File: config.mk
export PLATFORM = sky130hd
export DESIGN_NAME = span_rle_sprite_frame_decoder
export DESIGN_NICKNAME = d
export VERILOG_FILES = /design/src/rtl/srsfd_pkg.sv /design/src/rtl/span_rle_sprite_frame_decoder.sv
export SDC_FILE = /design/constraint.sdc
export NUM_CORES = 1
export LEC_CHECK = 0
export BUFFER_PORTS_ARGS = -buffer_cell sky130_fd_sc_hd__buf_2
export CORE_AREA = 5 5 190 192
export CTS_BUF_LIST = sky130_fd_sc_hd__clkbuf_16
export DETAILED_ROUTE_END_ITERATION = 6
export DIE_AREA = 0 0 195 197
export HOLD_SLACK_MARGIN = 0.03
export MAX_ROUTING_LAYER = met4
export PLACE_DENSITY = 0.72
export RECOVER_POWER = 25
export SKIP_CTS_REPAIR_TIMING = 1
export SYNTH_ARGS = -nofsm -noshare
export SYNTH_HDL_FRONTEND = slang
export SYNTH_SLANG_ARGS = --single-unit
File: constraint.sdc
create_clock -name clk -period 9.52 [get_ports clk]
set_input_delay 2.38 -clock clk [delete_from_list [all_inputs] [get_ports clk]]
set_output_delay 2.38 -clock clk [all_outputs]
set_load 0.02 [all_outputs]
File: src/rtl/srsfd_pkg.sv
// Shared types and constants for the span/RLE sprite frame decoder.
// Holds the parser phase encoding, result kinds and the packing of the result word.
// Depends on nothing.
`default_nettype none

package srsfd_pkg;

  // Parser phases, one-hot.
  typedef enum logic [6:0] {
    PH_HDR    = 7'b0000001,
    PH_SPAN   = 7'b0000010,
    PH_RAW    = 7'b0000100,
    PH_RUNHDR = 7'b0001000,
    PH_LIT    = 7'b0010000,
    PH_REP    = 7'b0100000,
    PH_IDLE   = 7'b1000000
  } phase_t;

  // Result kinds carried on out_tuser.
  localparam logic [1:0] KIND_SIZE = 2'd0;
  localparam logic [1:0] KIND_RUN  = 2'd1;
  localparam logic [1:0] KIND_END  = 2'd2;
  localparam logic [1:0] KIND_RSVD = 2'd3;

  // Header byte positions.
  localparam logic [2:0] BIDX_0 = 3'd0;
  localparam logic [2:0] BIDX_1 = 3'd1;
  localparam logic [2:0] BIDX_2 = 3'd2;
  localparam logic [2:0] BIDX_3 = 3'd3;
  localparam logic [2:0] BIDX_4 = 3'd4;
  localparam logic [2:0] BIDX_5 = 3'd5;

  localparam int unsigned OUT_TDATA_W = 88;

  // Result word layout, highest bits first.
  typedef struct packed {
    logic [5:0]         pad;
    logic signed [16:0] frame_height;
    logic signed [16:0] frame_width;
    logic [7:0]         color_index;
    logic [6:0]         run_count;
    logic signed [15:0] pos_y;
    logic signed [16:0] pos_x;
  } result_t;

endpackage

`default_nettype wire

File: src/rtl/span_rle_sprite_frame_decoder.sv
// Span/RLE sprite frame decoder, top level.
// A result word is registered in the output register, or in the skid register while the
// output register holds a word not yet taken. Throughput: one byte per cycle while in_tready
// is high; in_tready falls only while both the output and the skid register hold untaken words.
// Reset (rst_n low, synchronous) puts the parser back to expect a frame header and
// empties the output register and the skid register.
`default_nettype none

module span_rle_sprite_frame_decoder (
  input  wire logic                               clk,
  input  wire logic                               rst_n,
  // Byte stream in.
  input  wire logic                               in_tvalid,
  output logic                                    in_tready,
  input  wire logic [7:0]                         in_tdata,   // [7:0] data_byte
  input  wire logic [0:0]                         in_tuser,   // [0] frame_start
  // Result words out.
  output logic                                    out_tvalid,
  input  wire logic                               out_tready,
  // [16:0] pos_x, [32:17] pos_y, [39:33] run_count, [47:40] color_index,
  // [64:48] frame_width, [81:65] frame_height, [87:82] zero
  output logic [srsfd_pkg::OUT_TDATA_W-1:0]       out_tdata,
  output logic [1:0]                              out_tuser   // [1:0] kind
);

  // Parser state. The whole decode of one byte happens in the cycle in which it is
  // accepted, so no input byte is kept apart from the held low byte of a word.
  srsfd_pkg::phase_t phase_r, phase_nxt;
  logic [2:0]         bidx_r, bidx_nxt;
  logic [7:0]         low_hold_r, low_hold_nxt;
  logic [15:0]        right_ext_r, right_ext_nxt;
  logic [15:0]        left_ext_r, left_ext_nxt;
  logic [15:0]        up_ext_r, up_ext_nxt;
  logic [14:0]        span_len_r, span_len_nxt;
  logic               span_rle_r, span_rle_nxt;
  logic [15:0]        cursor_x_r, cursor_x_nxt;
  logic [15:0]        cursor_y_r, cursor_y_nxt;
  logic signed [16:0] end_x_r, end_x_nxt;
  logic [14:0]        pix_cnt_r, pix_cnt_nxt;
  logic [6:0]         run_len_r, run_len_nxt;

  // Output register and skid register.
  logic                              out_valid_r;
  logic [srsfd_pkg::OUT_TDATA_W-1:0] out_data_r;
  logic [1:0]                        out_kind_r;
  logic                              skid_valid_r;
  logic [srsfd_pkg::OUT_TDATA_W-1:0] skid_data_r;
  logic [1:0]                        skid_kind_r;

  logic               accept_in;
  logic               res_valid;
  logic [1:0]         res_kind;
  srsfd_pkg::result_t res;
  logic               res_fire;

  srsfd_pkg::phase_t  phase_cur;
  logic [2:0]         bidx_cur;
  logic [15:0]        word;
  logic signed [16:0] cursor_sx;
  logic signed [16:0] pix_pos;
  logic [15:0]        cursor_adv;
  logic               more_runs_cur;
  logic               more_runs_adv;
  logic [14:0]        pix_inc;
  logic signed [16:0] frame_w;
  logic signed [16:0] frame_h;
  logic signed [16:0] end_x_new;

  assign in_tready = !skid_valid_r;
  assign accept_in = in_tvalid && in_tready;

  // A byte flagged as frame start always restarts the header parse.
  assign phase_cur = in_tuser[0] ? srsfd_pkg::PH_HDR : phase_r;
  assign bidx_cur  = in_tuser[0] ? srsfd_pkg::BIDX_0 : bidx_r;

  // Little-endian word: the held low byte and this byte as the high byte.
  assign word = {in_tdata, low_hold_r};

  // Shared arithmetic: sign-extended cursor, pixel position, cursor advance after a run,
  // signed end test on present and advanced cursor, pixel step, frame size and span end.
  assign cursor_sx     = $signed({cursor_x_r[15], cursor_x_r});
  assign pix_pos       = cursor_sx + $signed({2'b00, pix_cnt_r});
  assign cursor_adv    = cursor_x_r + {9'd0, run_len_r};
  assign more_runs_cur = cursor_sx < end_x_r;
  assign more_runs_adv = $signed({cursor_adv[15], cursor_adv}) < end_x_r;
  assign pix_inc       = pix_cnt_r + 15'd1;
  assign frame_w       = $signed({right_ext_r[15], right_ext_r})
                       + $signed({left_ext_r[15], left_ext_r}) + 17'sd1;
  assign frame_h       = $signed({up_ext_r[15], up_ext_r})
                       + $signed({word[15], word}) + 17'sd1;
  assign end_x_new     = cursor_sx + $signed({2'b00, span_len_r});

  always_comb begin
    phase_nxt    = phase_r;
    bidx_nxt     = bidx_r;
    low_hold_nxt = low_hold_r;
    right_ext_nxt = right_ext_r;
    left_ext_nxt = left_ext_r;
    up_ext_nxt   = up_ext_r;
    span_len_nxt = span_len_r;
    span_rle_nxt = span_rle_r;
    cursor_x_nxt = cursor_x_r;
    cursor_y_nxt = cursor_y_r;
    end_x_nxt    = end_x_r;
    pix_cnt_nxt  = pix_cnt_r;
    run_len_nxt  = run_len_r;
    res_valid    = 1'b0;
    res_kind     = srsfd_pkg::KIND_SIZE;
    res          = '0;

    if (accept_in) begin
      phase_nxt = phase_cur;
      bidx_nxt  = bidx_cur;
      case (phase_cur)
        srsfd_pkg::PH_HDR: begin
          if (!bidx_cur[0]) begin
            low_hold_nxt = in_tdata;
            bidx_nxt     = bidx_cur + 3'd1;
          end else begin
            case (bidx_cur)
              srsfd_pkg::BIDX_1: begin
                right_ext_nxt = word;
                bidx_nxt      = bidx_cur + 3'd1;
              end
              srsfd_pkg::BIDX_3: begin
                left_ext_nxt = word;
                bidx_nxt     = bidx_cur + 3'd1;
              end
              srsfd_pkg::BIDX_5: begin
                up_ext_nxt = word;
                bidx_nxt   = bidx_cur + 3'd1;
              end
              default: begin
                // Down extent: report the frame size.
                phase_nxt        = srsfd_pkg::PH_SPAN;
                bidx_nxt         = srsfd_pkg::BIDX_0;
                res_valid        = 1'b1;
                res_kind         = srsfd_pkg::KIND_SIZE;
                res.frame_width  = frame_w;
                res.frame_height = frame_h;
              end
            endcase
          end
        end

        srsfd_pkg::PH_SPAN: begin
          if (!bidx_cur[0]) begin
            low_hold_nxt = in_tdata;
            bidx_nxt     = bidx_cur + 3'd1;
          end else begin
            case (bidx_cur)
              srsfd_pkg::BIDX_1: begin
                if (word == 16'd0) begin
                  phase_nxt = srsfd_pkg::PH_IDLE;
                  bidx_nxt  = srsfd_pkg::BIDX_0;
                  res_valid = 1'b1;
                  res_kind  = srsfd_pkg::KIND_END;
                end else begin
                  span_len_nxt = word[15:1];
                  span_rle_nxt = word[0];
                  bidx_nxt     = srsfd_pkg::BIDX_2;
                end
              end
              srsfd_pkg::BIDX_3: begin
                cursor_x_nxt = word + left_ext_r;
                bidx_nxt     = srsfd_pkg::BIDX_4;
              end
              default: begin
                cursor_y_nxt = word + up_ext_r;
                bidx_nxt     = srsfd_pkg::BIDX_0;
                pix_cnt_nxt  = 15'd0;
                if (span_rle_r) begin
                  // The cursor starts below the span end exactly when the length is
                  // not zero.
                  end_x_nxt = end_x_new;
                  phase_nxt = (span_len_r != 15'd0) ? srsfd_pkg::PH_RUNHDR
                                                    : srsfd_pkg::PH_SPAN;
                end else if (span_len_r == 15'd0) begin
                  phase_nxt = srsfd_pkg::PH_SPAN;
                end else begin
                  phase_nxt = srsfd_pkg::PH_RAW;
                end
              end
            endcase
          end
        end

        srsfd_pkg::PH_RAW: begin
          res_valid       = 1'b1;
          res_kind        = srsfd_pkg::KIND_RUN;
          res.pos_x       = pix_pos;
          res.pos_y       = $signed(cursor_y_r);
          res.run_count   = 7'd1;
          res.color_index = in_tdata;
          pix_cnt_nxt     = pix_inc;
          if (pix_inc >= span_len_r) begin
            phase_nxt = srsfd_pkg::PH_SPAN;
            bidx_nxt  = srsfd_pkg::BIDX_0;
          end
        end

        srsfd_pkg::PH_RUNHDR: begin
          run_len_nxt = in_tdata[7:1];
          pix_cnt_nxt = 15'd0;
          if (in_tdata[0]) begin
            phase_nxt = srsfd_pkg::PH_REP;
          end else if (in_tdata[7:1] == 7'd0) begin
            // Empty literal run: the cursor has not moved.
            if (!more_runs_cur) begin
              phase_nxt = srsfd_pkg::PH_SPAN;
              bidx_nxt  = srsfd_pkg::BIDX_0;
            end
          end else begin
            phase_nxt = srsfd_pkg::PH_LIT;
          end
        end

        srsfd_pkg::PH_LIT: begin
          res_valid       = 1'b1;
          res_kind        = srsfd_pkg::KIND_RUN;
          res.pos_x       = pix_pos;
          res.pos_y       = $signed(cursor_y_r);
          res.run_count   = 7'd1;
          res.color_index = in_tdata;
          pix_cnt_nxt     = pix_inc;
          if (pix_inc >= {8'd0, run_len_r}) begin
            cursor_x_nxt = cursor_adv;
            if (more_runs_adv) begin
              phase_nxt = srsfd_pkg::PH_RUNHDR;
            end else begin
              phase_nxt = srsfd_pkg::PH_SPAN;
              bidx_nxt  = srsfd_pkg::BIDX_0;
            end
          end
        end

        srsfd_pkg::PH_REP: begin
          res_valid       = 1'b1;
          res_kind        = srsfd_pkg::KIND_RUN;
          res.pos_x       = cursor_sx;
          res.pos_y       = $signed(cursor_y_r);
          res.run_count   = run_len_r;
          res.color_index = in_tdata;
          cursor_x_nxt    = cursor_adv;
          if (more_runs_adv) begin
            phase_nxt = srsfd_pkg::PH_RUNHDR;
          end else begin
            phase_nxt = srsfd_pkg::PH_SPAN;
            bidx_nxt  = srsfd_pkg::BIDX_0;
          end
        end

        default: begin
          // After the frame end, bytes are dropped until the next frame start.
        end
      endcase
    end
  end

  assign res_fire = accept_in && res_valid;

  always_ff @(posedge clk) begin
    if (!rst_n) begin
      phase_r     <= srsfd_pkg::PH_HDR;
      bidx_r      <= srsfd_pkg::BIDX_0;
      low_hold_r  <= 8'd0;
      right_ext_r <= 16'd0;
      left_ext_r  <= 16'd0;
      up_ext_r    <= 16'd0;
      span_len_r  <= 15'd0;
      span_rle_r  <= 1'b0;
      cursor_x_r  <= 16'd0;
      cursor_y_r  <= 16'd0;
      end_x_r     <= 17'sd0;
      pix_cnt_r   <= 15'd0;
      run_len_r   <= 7'd0;
    end else begin
      phase_r     <= phase_nxt;
      bidx_r      <= bidx_nxt;
      low_hold_r  <= low_hold_nxt;
      right_ext_r <= right_ext_nxt;
      left_ext_r  <= left_ext_nxt;
      up_ext_r    <= up_ext_nxt;
      span_len_r  <= span_len_nxt;
      span_rle_r  <= span_rle_nxt;
      cursor_x_r  <= cursor_x_nxt;
      cursor_y_r  <= cursor_y_nxt;
      end_x_r     <= end_x_nxt;
      pix_cnt_r   <= pix_cnt_nxt;
      run_len_r   <= run_len_nxt;
    end
  end

  // Output side. A new result goes to the output register when that register is
  // free or being emptied this cycle; otherwise it waits in the skid register, and
  // in_tready stays low until the skid register has moved up.
  always_ff @(posedge clk) begin
    if (!rst_n) begin
      out_valid_r  <= 1'b0;
      skid_valid_r <= 1'b0;
    end else if (!out_valid_r || out_tready) begin
      if (skid_valid_r) begin
        out_valid_r  <= 1'b1;
        skid_valid_r <= 1'b0;
      end else begin
        out_valid_r  <= res_fire;
      end
    end else if (res_fire) begin
      skid_valid_r <= 1'b1;
    end
  end

  always_ff @(posedge clk) begin
    if (!out_valid_r || out_tready) begin
      if (skid_valid_r) begin
        out_data_r <= skid_data_r;
        out_kind_r <= skid_kind_r;
      end else begin
        out_data_r <= res;
        out_kind_r <= res_kind;
      end
    end else if (res_fire) begin
      skid_data_r <= res;
      skid_kind_r <= res_kind;
    end
  end

  assign out_tvalid = out_valid_r;
  assign out_tdata  = out_data_r;
  assign out_tuser  = out_kind_r;

  // The skid register only fills behind a waiting output word.
  a_skid_behind_out: assert property (@(posedge clk) disable iff (!rst_n)
    skid_valid_r |-> out_valid_r)
    else $error("skid register holds a word while the output register is empty");

  // The reserved kind code is never produced.
  a_kind_legal: assert property (@(posedge clk) disable iff (!rst_n)
    out_tvalid |-> (out_tuser != srsfd_pkg::KIND_RSVD))
    else $error("reserved result kind on the output");

  // Outside header parsing the byte position is always back at zero.
  a_bidx_parked: assert property (@(posedge clk) disable iff (!rst_n)
    ((phase_r != srsfd_pkg::PH_HDR) && (phase_r != srsfd_pkg::PH_SPAN))
      |-> (bidx_r == srsfd_pkg::BIDX_0))
    else $error("byte position not cleared outside header parsing");

endmodule

`default_nettype wire
# Word-level counts from Yosys, hierarchy flattened
# Index checks and enable logic that the tools add are counted.
# classes
mux	56
n_addsub	11
n_reduce_logical	28
n_lt_le_gt_ge	4
n_bitwise	5
n_eq_ne	13
# op_table
operator	n
two-way mux 82 bit	2
two-way mux 34 bit	3
one-hot mux 48 bit (2 select lines)	1
two-way mux 7 bit	10
adder 16 x 16 -> 17 bit	4
two-way mux 16 bit	3
one-hot mux 16 bit (3 select lines)	1
one-hot mux 15 bit (3 select lines)	1
one-hot mux 7 bit (6 select lines)	1
adder 17 x 2 -> 17 bit (second input constant)	2
< comparator 16 x 17 -> 1 bit	2
two-way mux 3 bit	11
adder 16 bit	2
two-way mux 15 bit	2
AND reduction 4 bit	5
one-hot mux 3 bit (6 select lines)	1
adder 16 x 7 -> 16 bit	1
logical NOT 16 bit	1
adder 15 x 1 -> 15 bit (second input constant)	1
>= comparator 15 bit	1
>= comparator 15 x 7 -> 1 bit	1
logical NOT 15 bit	1
AND reduction 5 bit	3
nonzero test 15 bit	1
other kinds (28)	56
# word_totals
word_cells	136
out_inout_bits	92
regBits	323

# Depth between registers and ports, before layout
# Gate-level depths: netlist (run 1).
# logic_depth
word_depth	9
mapped_depth	16
ltp_nobuf	16

# Worst setup path before layout (run 1)
# OpenSTA, ideal clock, no wires.
# synth_timing
path_kind	input port to flip-flop
startpoint	input port out_tready
endpoint	register skid_data_r[0] (netlist bit) (enable)
stages	2
setup_time_ns	0.537
required_time_ns	8.983
slack_ns	0.623
n_path_buf	0
t_arrival_ns	8.359
cell_sequence	nand2b_1 nor2b_1
# synth_via
elab_chain_cells	3
# synth_rtl
item	line_no	rtl
start, declared	span_rle_sprite_frame_decoder.sv:19	input wire logic out_tready,
logical OR 1 bit	span_rle_sprite_frame_decoder.sv:314	if (!out_valid_r || out_tready) begin
NOT 1 bit (no source line)	-	
AND reduction 2 bit (no source line)	-	
end signal, assigned	span_rle_sprite_frame_decoder.sv:323	skid_data_r <= res;
end, declared	span_rle_sprite_frame_decoder.sv:47	logic [srsfd_pkg::OUT_TDATA_W-1:0] skid_data_r;
# No other way between the ends.
# A chain may end at the register's enable or synchronous reset.

# Worst setup path after layout (run 1)
# layout_timing
startpoint	input port in_tuser
endpoint	register skid_data_r[10] (netlist bit) (enable)
# layout_via
elab_chain_cells	9
# layout_rtl
item	line_no	rtl
start, declared	span_rle_sprite_frame_decoder.sv:16	input wire logic [0:0] in_tuser,
two-way mux 3 bit	span_rle_sprite_frame_decoder.sv:74	assign bidx_cur = in_tuser[0] ? srsfd_pkg::BIDX_0 : bidx_r;
equality test 3 x 2 -> 1 bit (tied with other cells)	span_rle_sprite_frame_decoder.sv:120	case (bidx_cur)
OR reduction 3 bit (no source line)	-	
two-way mux 1 bit	span_rle_sprite_frame_decoder.sv:120	
two-way mux 1 bit	span_rle_sprite_frame_decoder.sv:116	if (!bidx_cur[0]) begin
one-hot mux 1 bit (3 select lines) (*)	span_rle_sprite_frame_decoder.sv:114	case (phase_cur)
two-way mux 1 bit (*)	span_rle_sprite_frame_decoder.sv:111	if (accept_in) begin
logical AND 1 bit (*)	span_rle_sprite_frame_decoder.sv:260	assign res_fire = accept_in && res_valid;
AND reduction 2 bit (no source line) (*)	-	
# Every way passes the cells marked *; elsewhere a longest branch is shown, timed or not.

==> flow_metrics.tcl, run 1 <==
set metrics [dict create \
    period_share 0.640 \
    worst_slack_ns 3.42 \
    dp_hpwl_um 37000 \
    r2r-end "bidx_r[1]$_SDFFE_PN0P_" \
    cts_made_buffers 36 \
    hold-path-endpoint "cursor_y_r[12]$_SDFFE_PN0P_" \
    worst_path_max_delay_cell "nor2b_4" \
    antenna_found_initial 0 \
    grt_pass1_wl_um 78500 \
    finalClockSkew_ns 0.0126 \
    cts_root_buf "clkbuf_16" \
    clock_path_buffers 3 \
    grt_max_degree 92 \
    final_cells 2494 \
    slew_viol_final 89 \
    violations "max-capacitance violations, max-slew violations" \
    path_clk_slew_ns 0.06 \
    ir_drop_v 0.000121 \
    r2r_setup_slack_ns 5.10 \
    multiInputGateArea_um2 9650 \
    cp_top_family "simple AND/OR/NAND/NOR gates" \
    tritoncts "built" \
    start_kind "primary input" \
    outcome "finished with violations" \
    portBuffers 98 \
    wl_met2_um 21800 \
    relSlewSlack -0.997 \
    drv_cap 2 \
    crit_chain "buf_2 > nand2b_1 > inv_1 > ha_1 > ha_1 > nor2_1 > and2_1 > o21ai_0 > nand2b_1 > nor2b_4 > buf_4" \
    ant_nets 0 \
    async_reset_ff_frac 0 \
    min_period_ns 6.10 \
    syn2layout_area_growth_pct 10.3 \
    initial_core_util 0.539 \
    tns_ns 0 \
    rsz0062_at_grt "false" \
    required_ns 9.69 \
    synth_seq_area_share 0.442 \
    p_total_uw 2960 \
    reg2reg_depth 16 \
    drc_errors 0 \
    p_switching_uw 681 \
    hp-start "cursor_y_r[12]$_SDFFE_PN0P_" \
    via_per_inst 6.02 \
    dr.pass1.iters 5 \
    row_count 68 \
    ioPinCount 105 \
    timing.rr.start "cursor_x_r[0]$_SDFFE_PN0P_" \
    finalWirelength_um 50200 \
    die_h_um 197 \
    whs_path_depth 2 \
    synth.distinct_cells 85 \
    pwr-share-comb 0.045 \
    ys.flop_type "edfxtp_1" \
    dp.cells 2428 \
    topRoutingLayerUsed "met4" \
    synth_enable_flop_cells 168 \
    setup_viol 0 \
    endpoint_kind "register" \
    netlist_area_um2 18500 \
    dp_slack_ns 2.90 \
    grt_use_total 0.260 \
    fillCellCount 2989 \
    cpPeakStageDelay_ns 0.91 \
    worst_pin_slew_ns 3.00 \
    first_global_vias 14100 \
    syn_area_per_cell_um2 9.51 \
    min_path_type "reg -> reg" \
    globalRouteOverflowTotal 0 \
    routabilityCongestion 0.968 \
    yosys_warnings 0 \
    drive_above_1_share 0.0707 \
    final_util 0.595 \
    p_per_area_nw_per_um2 146 \
    ys_seq_elements 323 \
    hold_violations 0 \
    synth_cells 1941 \
    htree_levels 2 \
    cp.arrival_ns 6.26 \
    design.die.area_um2 38400 \
    drt_iter0_drc 1328 \
    cp_max_fo 48 \
    clock_power_share 0.457 \
    switching_share 0.230 \
    met1_length_um 23400 \
    regArea_um2 8150 \
    critical_path_class "in -> reg" \
    die_w_um 195 \
    clock_latency_ns 0.54 \
    seq_power_share 0.498 \
    nNetsFinal 2175 \
    dr_wl_met3_um 3610 \
    dr_total_vias 15000 \
    design.core.area_um2 34200 \
    crit_buf_inv 3 \
    cts.sink_count 323 \
    fmax_ghz 0.164 \
    avgRoutedWirePerCell_um 20.1 \
    p_int_uw 2280 \
    power_leakage_uw 0.00907 \
]
## metal layers
layer,GRT usage,up-vias
li1,-,7137
met1,0.374,7276
met2,0.382,496
met3,0.0448,111
met4,0.0729,0
met5,-,-
## area by class of cell
type,count,area share
Sequential cell,323,0.400
Multi-Input combinational cell,1452,0.474
Tap cell,455,0.0280
Antenna cell,2,0.000246
Clock inverter,24,0.00694
Timing Repair Buffer,114,0.0262
Clock buffer,40,0.0492
Inverter,84,0.0155
## cells in the final DEF, fill, tap and decap left out, types with 40 or more instances in the layout
| cell type | synthesis | layout |
|---|---|---|
| mux2i_1 | 52 | 52 |
| nand2_1 | 176 | 176 |
| nand3_1 | 57 | 57 |
| nor2_1 | 187 | 187 |
| o21ai_0 | 98 | 97 |
| ha_1 | 144 | 144 |
| a21o_1 | 101 | 101 |
| clkbuf_1 | 63 | 60 |
| edfxtp_1 | 168 | 168 |
| dfxtp_1 | 155 | 154 |
| a21oi_1 | 162 | 162 |
| xnor2_1 | 60 | 60 |
| inv_1 | 82 | 88 |
| clkbuf_16 | 0 | 40 |
## cell families (layout without fill, tap and decap cells)
logic type / Yosys count / count (layout) / share of synthesized area
AND/OR/NAND/NOR: 644 / 644 / 0.168
multiplexers: 52 / 52 / 0.0282
other: 1 / 8 / 0.000203
XOR/XNOR: 90 / 90 / 0.0427
AO/OA/AOI/OAI: 509 / 509 / 0.176
adder cells (fa/ha/maj): 151 / 151 / 0.105
buffers and inverters: 171 / 262 / 0.0376
flip-flops: 323 / 323 / 0.442
## cells in the mapped netlist (4+ instances only)
cell type,instances,share of area
nor2_1,187,0.038
nand2_1,176,0.036
edfxtp_1,168,0.27
a21oi_1,162,0.044
dfxtp_1,155,0.17
ha_1,144,0.098
a21o_1,101,0.041
o21ai_0,98,0.027
inv_1,82,0.017
clkbuf_1,63,0.013
xnor2_1,60,0.028
nand3_1,57,0.015
mux2i_1,52,0.028
and2_1,38,0.013
nor3_1,35,0.0095
xor2_1,30,0.014
nand2b_1,28,0.0095
a211oi_1,22,0.0090
a31oi_1,21,0.0071
and3_1,19,0.0064
nor2b_1,19,0.0064
nor4_1,15,0.0051
nand4_1,13,0.0044
o21a_1,13,0.0053
buf_2,11,0.0030
or2_2,11,0.0037
or3_1,11,0.0037
o31ai_1,10,0.0041
buf_4,8,0.0033
fa_1,7,0.0076
a22o_1,6,0.0028
o211ai_1,6,0.0024
o21bai_1,6,0.0024
o22ai_1,6,0.0020
a2111oi_0,5,0.0024
a22oi_1,5,0.0020
a31o_2,5,0.0024
and4_1,5,0.0024
or4_1,5,0.0020
buf_1,4,0.00081
nand3b_1,4,0.0016
nor3_2,4,0.0022
nor3b_1,4,0.0016
o2111ai_1,4,0.0019
## worst max path at each step
stage / start / endpoint / slack (ns) / cells after the start
finish: in_tuser / skid_data_r[10]$_DFFE_PP_ / 3.42 / 11
floorplan: out_tready / skid_data_r[0]$_DFFE_PP_ / 0.62 / 2
global route: in_tuser / skid_data_r[11]$_DFFE_PP_ / 3.07 / 11
CTS: in_tuser / skid_data_r[11]$_DFFE_PP_ / 3.48 / 11
global placement: in_tuser / skid_data_r[14]$_DFFE_PP_ / 3.12 / 11
detailed placement: in_tuser / skid_data_r[11]$_DFFE_PP_ / 2.90 / 11
## state kept, by name, summed over array words and instances (netlist names), 8 cells and up
signal       cells
span_len_r      15
end_x_r         17
up_ext_r        16
out_tdata       82
cursor_x_r      16
left_ext_r      16
low_hold_r       8
cursor_y_r      16
pix_cnt_r       15
skid_data_r     82
right_ext_r     16
## power groups by stage
stage / Sequential, uW / Clock [uW] / Combinational [uW]
floorplan: 1510 / 0 / 79.6
global placement: 1510 / 0 / 130
detailed placement: 1510 / 0 / 130
CTS: 1480 / 1380 / 131
global route: 1480 / 1440 / 142
finish: 1480 / 1350 / 132
## worst reg2reg max path, cell delays in order, from the launching register on
cell and delay, ns:
dfxtp_1 0.41, ha_1 0.28, fa_1 0.42, a21o_1 0.19, a21oi_1 0.31, o21ai_0 0.25
nand3_1 0.17, xnor2_1 0.10, ha_1 0.23, or4_1 0.55, a21oi_1 0.13, o21ai_0 0.16
nand3_1 0.14, o21ai_0 0.32, nor2_1 0.43, nor3_2 0.09, a31oi_1 0.17
## stage by stage
| step | hold WS [ns] | cell area (um^2) |
|---|---|---|
| 5_1_grt | 0.473 | 20400 |
| 6_report | 0.455 | 20400 |
| 4_1_cts | 0.452 | 20400 |
| 3_5_place_dp | 0.445 | 19300 |
| 3_3_place_gp | 0.437 | 19300 |
| 2_1_floorplan | 0.427 | 18500 |
(Power assumes the default switching activity.)
==> run 2, diff against run 1 <==
==> constraint.sdc (replaced) <==
create_clock -name clk -period 6.1 [get_ports clk]
set_input_delay 1.525 -clock clk [delete_from_list [all_inputs] [get_ports clk]]
set_output_delay 1.525 -clock clk [all_outputs]
set_load 0.02 [all_outputs]
==> run 2 against run 1 <==
Compared with the run above:
- the flow still finishes with violations (max-capacitance violations, max-slew violations)
- core utilization up 0.12 points
- clock skew up 0.011 ns
- via count down 0.92%
- first-iteration DRC count down 9.6%
- hold slack worse by 0.0042 ns
- sequential power up 55%
- routed wire length down 1.8%
- die area unchanged
- count of clock-buffer cells in the layout down 2
- highest routed layer unchanged
==> flow_metrics.tcl, run 2 (same netlist as run 1, synthesis figures left out) <==
set metrics [dict create \
    cts_made_buffers 37 \
    drt_iter0_drc 1200 \
    min_path_type "reg -> reg" \
    grt_pass1_wl_um 78000 \
    cts_root_buf "clkbuf_16" \
    ir_drop_v 0.000184 \
    drc_errors 0 \
    final_common_cell "nor2_1" \
    clock_path_buffers 3 \
    via_per_inst 5.96 \
    slew_viol_final 90 \
    switching_share 0.235 \
    p_per_area_nw_per_um2 226 \
    violations "max-capacitance violations, max-slew violations" \
    dp_hpwl_um 36100 \
    crit_buf_inv 2 \
    r2r_setup_slack_ns 1.65 \
    hold_violations 0 \
    p_switching_uw 1080 \
    cp_top_family "buffers and inverters" \
    final_cell_mix "nor2_1, nand2_1, edfxtp_1" \
    p_int_uw 3530 \
    worst_path_max_delay_cell "clkbuf_1" \
    cpPeakStageDelay_ns 2.04 \
    min_period_ns 4.81 \
    grt_max_degree 85 \
    routabilityCongestion 0.933 \
    dr_total_vias 14900 \
    whs_ns 0.450 \
    htree_levels 2 \
    met1_usage 0.364 \
    cts.sink_count 323 \
    grt_use_total 0.258 \
    avgRoutedWirePerCell_um 19.7 \
    period_share 0.789 \
    row_count 68 \
    globalRouteOverflowTotal 0 \
    die_w_um 195 \
    setup_viol 0 \
    worst_pin_slew_ns 2.77 \
    finalWirelength_um 49300 \
    initial_core_util 0.539 \
    cp_max_fo 51 \
    ant_nets 0 \
    drive_above_1_share 0.0735 \
    relSlewSlack -0.848 \
    design.die.area_um2 38400 \
    dr.pass1.iters 5 \
    crit_chain "buf_2 > nand2b_1 > clkbuf_1" \
    start_kind "primary input" \
    met2_usage 0.385 \
    required_ns 6.20 \
    first_global_vias 14200 \
    use_met3 0.0477 \
    die_h_um 197 \
    fmax_ghz 0.208 \
    rsz0062_at_grt "false" \
    drv_cap 2 \
    clock_power_share 0.454 \
    portBuffers 98 \
    endpoint_kind "register" \
    ioPinCount 105 \
    syn2layout_area_growth_pct 10.6 \
    tns_ns 0 \
    path_clk_slew_ns 0.06 \
    n_antenna_cell 0 \
    finalClockSkew_ns 0.0237 \
    outcome "finished with violations" \
    antenna_found_initial 1 \
    cp.arrival_ns 4.91 \
    clock_latency_ns 0.55 \
    busiest_layer "met2" \
    nNetsFinal 2178 \
    design.core.area_um2 34200 \
    power_leakage_uw 0.00908 \
    tritoncts "built" \
    pwr-share-comb 0.046 \
    seq_power_share 0.500 \
    critical_path_class "in -> reg" \
    fillCellCount 3003 \
]
[run 2: final timing paths]
check                                   start                           to  cells after the start
setup reg to reg   cursor_x_r[5]$_SDFFE_PN0P_       bidx_r[2]$_SDFFE_PN0P_                     14
setup / recovery                   out_tready      out_tdata[70]$_DFFE_PP_                      3
hold / removal    cursor_y_r[14]$_SDFFE_PN0P_  cursor_y_r[14]$_SDFFE_PN0P_                      2
hold reg to reg   cursor_y_r[14]$_SDFFE_PN0P_  cursor_y_r[14]$_SDFFE_PN0P_                      2
[run 2: power by group through the flow]
stage / combinational (uW) / clock (uW) / sequential (uW)
final: 213 / 2090 / 2300
after global routing: 229 / 2220 / 2300
after CTS: 212 / 2120 / 2300
after detailed placement: 211 / 0 / 2350
after global placement: 209 / 0 / 2350
after floorplan: 127 / 0 / 2360
[run 2: metal layers]
metal	wire length [um]	vias up
met4	1350	0
met5	0	-
li1	-	7158
met3	3700	94
met1	22700	7142
met2	21600	488
[run 2: through the flow]
stage | power (uW) | instance area [um^2] | utilization | std cells | setup slack, ns
final | 4610 | 20400 | 0.596 | 2497 | 1.29
after global routing | 4750 | 20400 | 0.596 | 2497 | 0.844
after CTS | 4640 | 20500 | 0.599 | 2497 | 1.80
after detailed placement | 2560 | 19400 | 0.566 | 2430 | 1.54
after global placement | 2560 | 19400 | 0.566 | 2430 | 1.64
after floorplan | 2480 | 18500 | - | 1946 | 0.660
[run 2: area by class of cell]
type | count | area [um^2] | area share
sequential | 323 | 8150 | 0.399
tap | 455 | 569 | 0.0279
timing repair buffer | 116 | 556 | 0.0272
multi-input combinational | 1452 | 9670 | 0.474
clock buffer | 38 | 951 | 0.0466
clock inverter | 29 | 189 | 0.00926
inverter | 84 | 317 | 0.0155
[run 2: tightest hold or removal path: stages (launching register included)]
cell and delay [ns]:
dfxtp_1 0.30, nand2_1 0.05, a21oi_1 0.05
==> run 3, diff against run 2 <==
--- a/config.mk
+++ b/config.mk
@@ -12,7 +12,7 @@
 export DIE_AREA = 0 0 195 197
 export HOLD_SLACK_MARGIN = 0.03
 export MAX_ROUTING_LAYER = met4
-export PLACE_DENSITY = 0.72
+export PLACE_DENSITY = 0.75
 export RECOVER_POWER = 25
 export SKIP_CTS_REPAIR_TIMING = 1
 export SYNTH_ARGS = -nofsm -noshare
==> constraint.sdc (replaced) <==
create_clock -name clk -period 4.1 [get_ports clk]
set_input_delay 1.025 -clock clk [delete_from_list [all_inputs] [get_ports clk]]
set_output_delay 1.025 -clock clk [all_outputs]
set_load 0.02 [all_outputs]
==> run 3 against run 2 <==
Compared with the run above:
- first-iteration DRC count is 3.3% higher
- largest power group unchanged
- critical endpoint is now bidx_r[1]$_SDFFE_PN0P_
- the flow still finishes with violations (max-capacitance violations, max-slew violations)
- highest routed layer unchanged
- worst setup slack got worse by 0.94 ns
- via count grew 1.4%
- count of clock-buffer cells in the layout is 2 lower
- critical path depth grew 13
- sequential cell count unchanged
- non-clock buffer count grew 32
==> flow_metrics.tcl, run 3 (same netlist as run 1, synthesis figures left out) <==
set metrics [dict create \
    outcome "finished with violations" \
    violations "max-capacitance violations, max-slew violations" \
    antenna_found_initial 1 \
    power_leakage_uw 0.00916 \
    grt_max_degree 85 \
    multiInputGateArea_um2 9670 \
    worst_path_max_delay_cell "or4_1" \
    min_path_type "reg -> reg" \
    grt_pass1_wl_um 81600 \
    nNetsFinal 2209 \
    finalClockSkew_ns 0.0167 \
    ant_nets 0 \
    ioPinCount 105 \
    design.die.area_um2 38400 \
    routabilityCongestion 1.01 \
    cpPeakStageDelay_ns 0.53 \
    n_antenna_cell 0 \
    row_count 68 \
    dr_total_vias 15100 \
    start_kind "register" \
    portBuffers 98 \
    fmax_ghz 0.266 \
    first_global_vias 14700 \
    htree_levels 2 \
    tns_ns 0 \
    drt_iter0_drc 1240 \
    dr.pass1.iters 5 \
    path_clk_slew_ns 0.06 \
    cp_top_family "simple AND/OR/NAND/NOR gates" \
    required_ns 4.56 \
    clock_path_buffers 3 \
    die_w_um 195 \
    cp_max_fo 6 \
    fillCellCount 2993 \
    drv_cap 1 \
    hold_violations 0 \
    cp.arrival_ns 4.22 \
    period_share 0.916 \
    endpoint_kind "register" \
    crit_buf_inv 0 \
    cts_root_buf "clkbuf_16" \
    final_common_cell "nor2_1" \
    min_period_ns 3.75 \
    p_per_area_nw_per_um2 335 \
    ir_drop_v 0.000269 \
    clock_latency_ns 0.54 \
    regArea_um2 8150 \
    final_util 0.603 \
    initial_core_util 0.539 \
    final_cell_mix "nor2_1, nand2_1, edfxtp_1" \
    cts_made_buffers 36 \
    via_per_inst 5.97 \
    rsz0062_at_grt "false" \
    critical_path_class "reg -> reg" \
    syn2layout_area_growth_pct 11.8 \
    globalRouteOverflowTotal 0 \
    finalWirelength_um 51300 \
    grt_use_total 0.272 \
    crit_chain "ha_1 > fa_1 > a21o_1 > a21oi_2 > o21ai_1 > nand3_1 > xnor2_1 > ha_1 > or4_1 > a21oi_1 > o21ai_0 > nand3_1 > o21ai_1 > nor2_1 > nor3_2 > a31oi_1" \
    die_h_um 197 \
    worst_pin_slew_ns 2.30 \
    relSlewSlack -0.534 \
    cts.sink_count 323 \
    avgRoutedWirePerCell_um 20.3 \
    dp_hpwl_um 38400 \
    tritoncts "built" \
    drive_above_1_share 0.0767 \
    setup_viol 0 \
    design.core.area_um2 34200 \
    drc_errors 0 \
    slew_viol_final 54 \
]
==> run 3: cell types whose count changed in the layout (fill, tap and decap cells not counted), moves of 2 or more <==
cell / change
buf_2: -21
buf_4: +31
clkinv_1: +2
clkinv_2: +2
bufinv_16: +2
clkbuf_1: +20
clkbuf_16: -2
inv_2: -2
==> run 3: worst min-delay path, delay by kind of cell (launching register included) <==
kind             cells  cell delay [ns]
flip-flops           1             0.31
AO/OA/AOI/OAI        1             0.05
AND/OR/NAND/NOR      1             0.05
==> run 3: power breakdown <==
group | switching (uW) | internal (uW)
combinational | 239 | 95.6
clock | 1340 | 1800
sequential | 24.1 | 3400
total | 1600 | 5290
==> run 3: through the flow <==
| stage | setup WS (ns) | cell area, um^2 | hold WS [ns] | instances | total power, uW |
|---|---|---|---|---|---|
| after floorplan | 0.0962 | 18500 | 0.427 | 1946 | 3690 |
| after global placement | 0.172 | 19600 | 0.437 | 2462 | 3820 |
| after detailed placement | 0.0928 | 19600 | 0.444 | 2462 | 3820 |
| after CTS | 0.0620 | 20700 | 0.454 | 2528 | 6920 |
| after global routing | 0.0218 | 20600 | 0.479 | 2528 | 7100 |
| final | 0.345 | 20600 | 0.452 | 2528 | 6900 |
==> run 3: worst paths after layout <==
path	from	endpoint	slack, ns	cells past startpoint
min	cursor_y_r[12]$_SDFFE_PN0P_	cursor_y_r[12]$_SDFFE_PN0P_	0.45	2
min reg2reg	cursor_y_r[12]$_SDFFE_PN0P_	cursor_y_r[12]$_SDFFE_PN0P_	0.45	2
max	cursor_x_r[0]$_SDFFE_PN0P_	bidx_r[1]$_SDFFE_PN0P_	0.35	16
max reg2reg	cursor_x_r[0]$_SDFFE_PN0P_	bidx_r[1]$_SDFFE_PN0P_	0.35	16
==> run 3: cell type report <==
class                      instances  area share
timing repair buffer             148      0.0380
tap                              455      0.0276
clock inverter                    30      0.0114
clock buffer                      36      0.0437
multi-input combinational       1452       0.469
sequential                       323       0.395
inverter                          84      0.0154
==> run 3: layer usage <==
metal | GRT usage | part of all wire | up-vias
met5 | - | 0 | -
met4 | 0.0683 | 0.023 | 0
met3 | 0.0376 | 0.075 | 88
met2 | 0.411 | 0.44 | 529
met1 | 0.389 | 0.46 | 7233
li1 | - | - | 7236
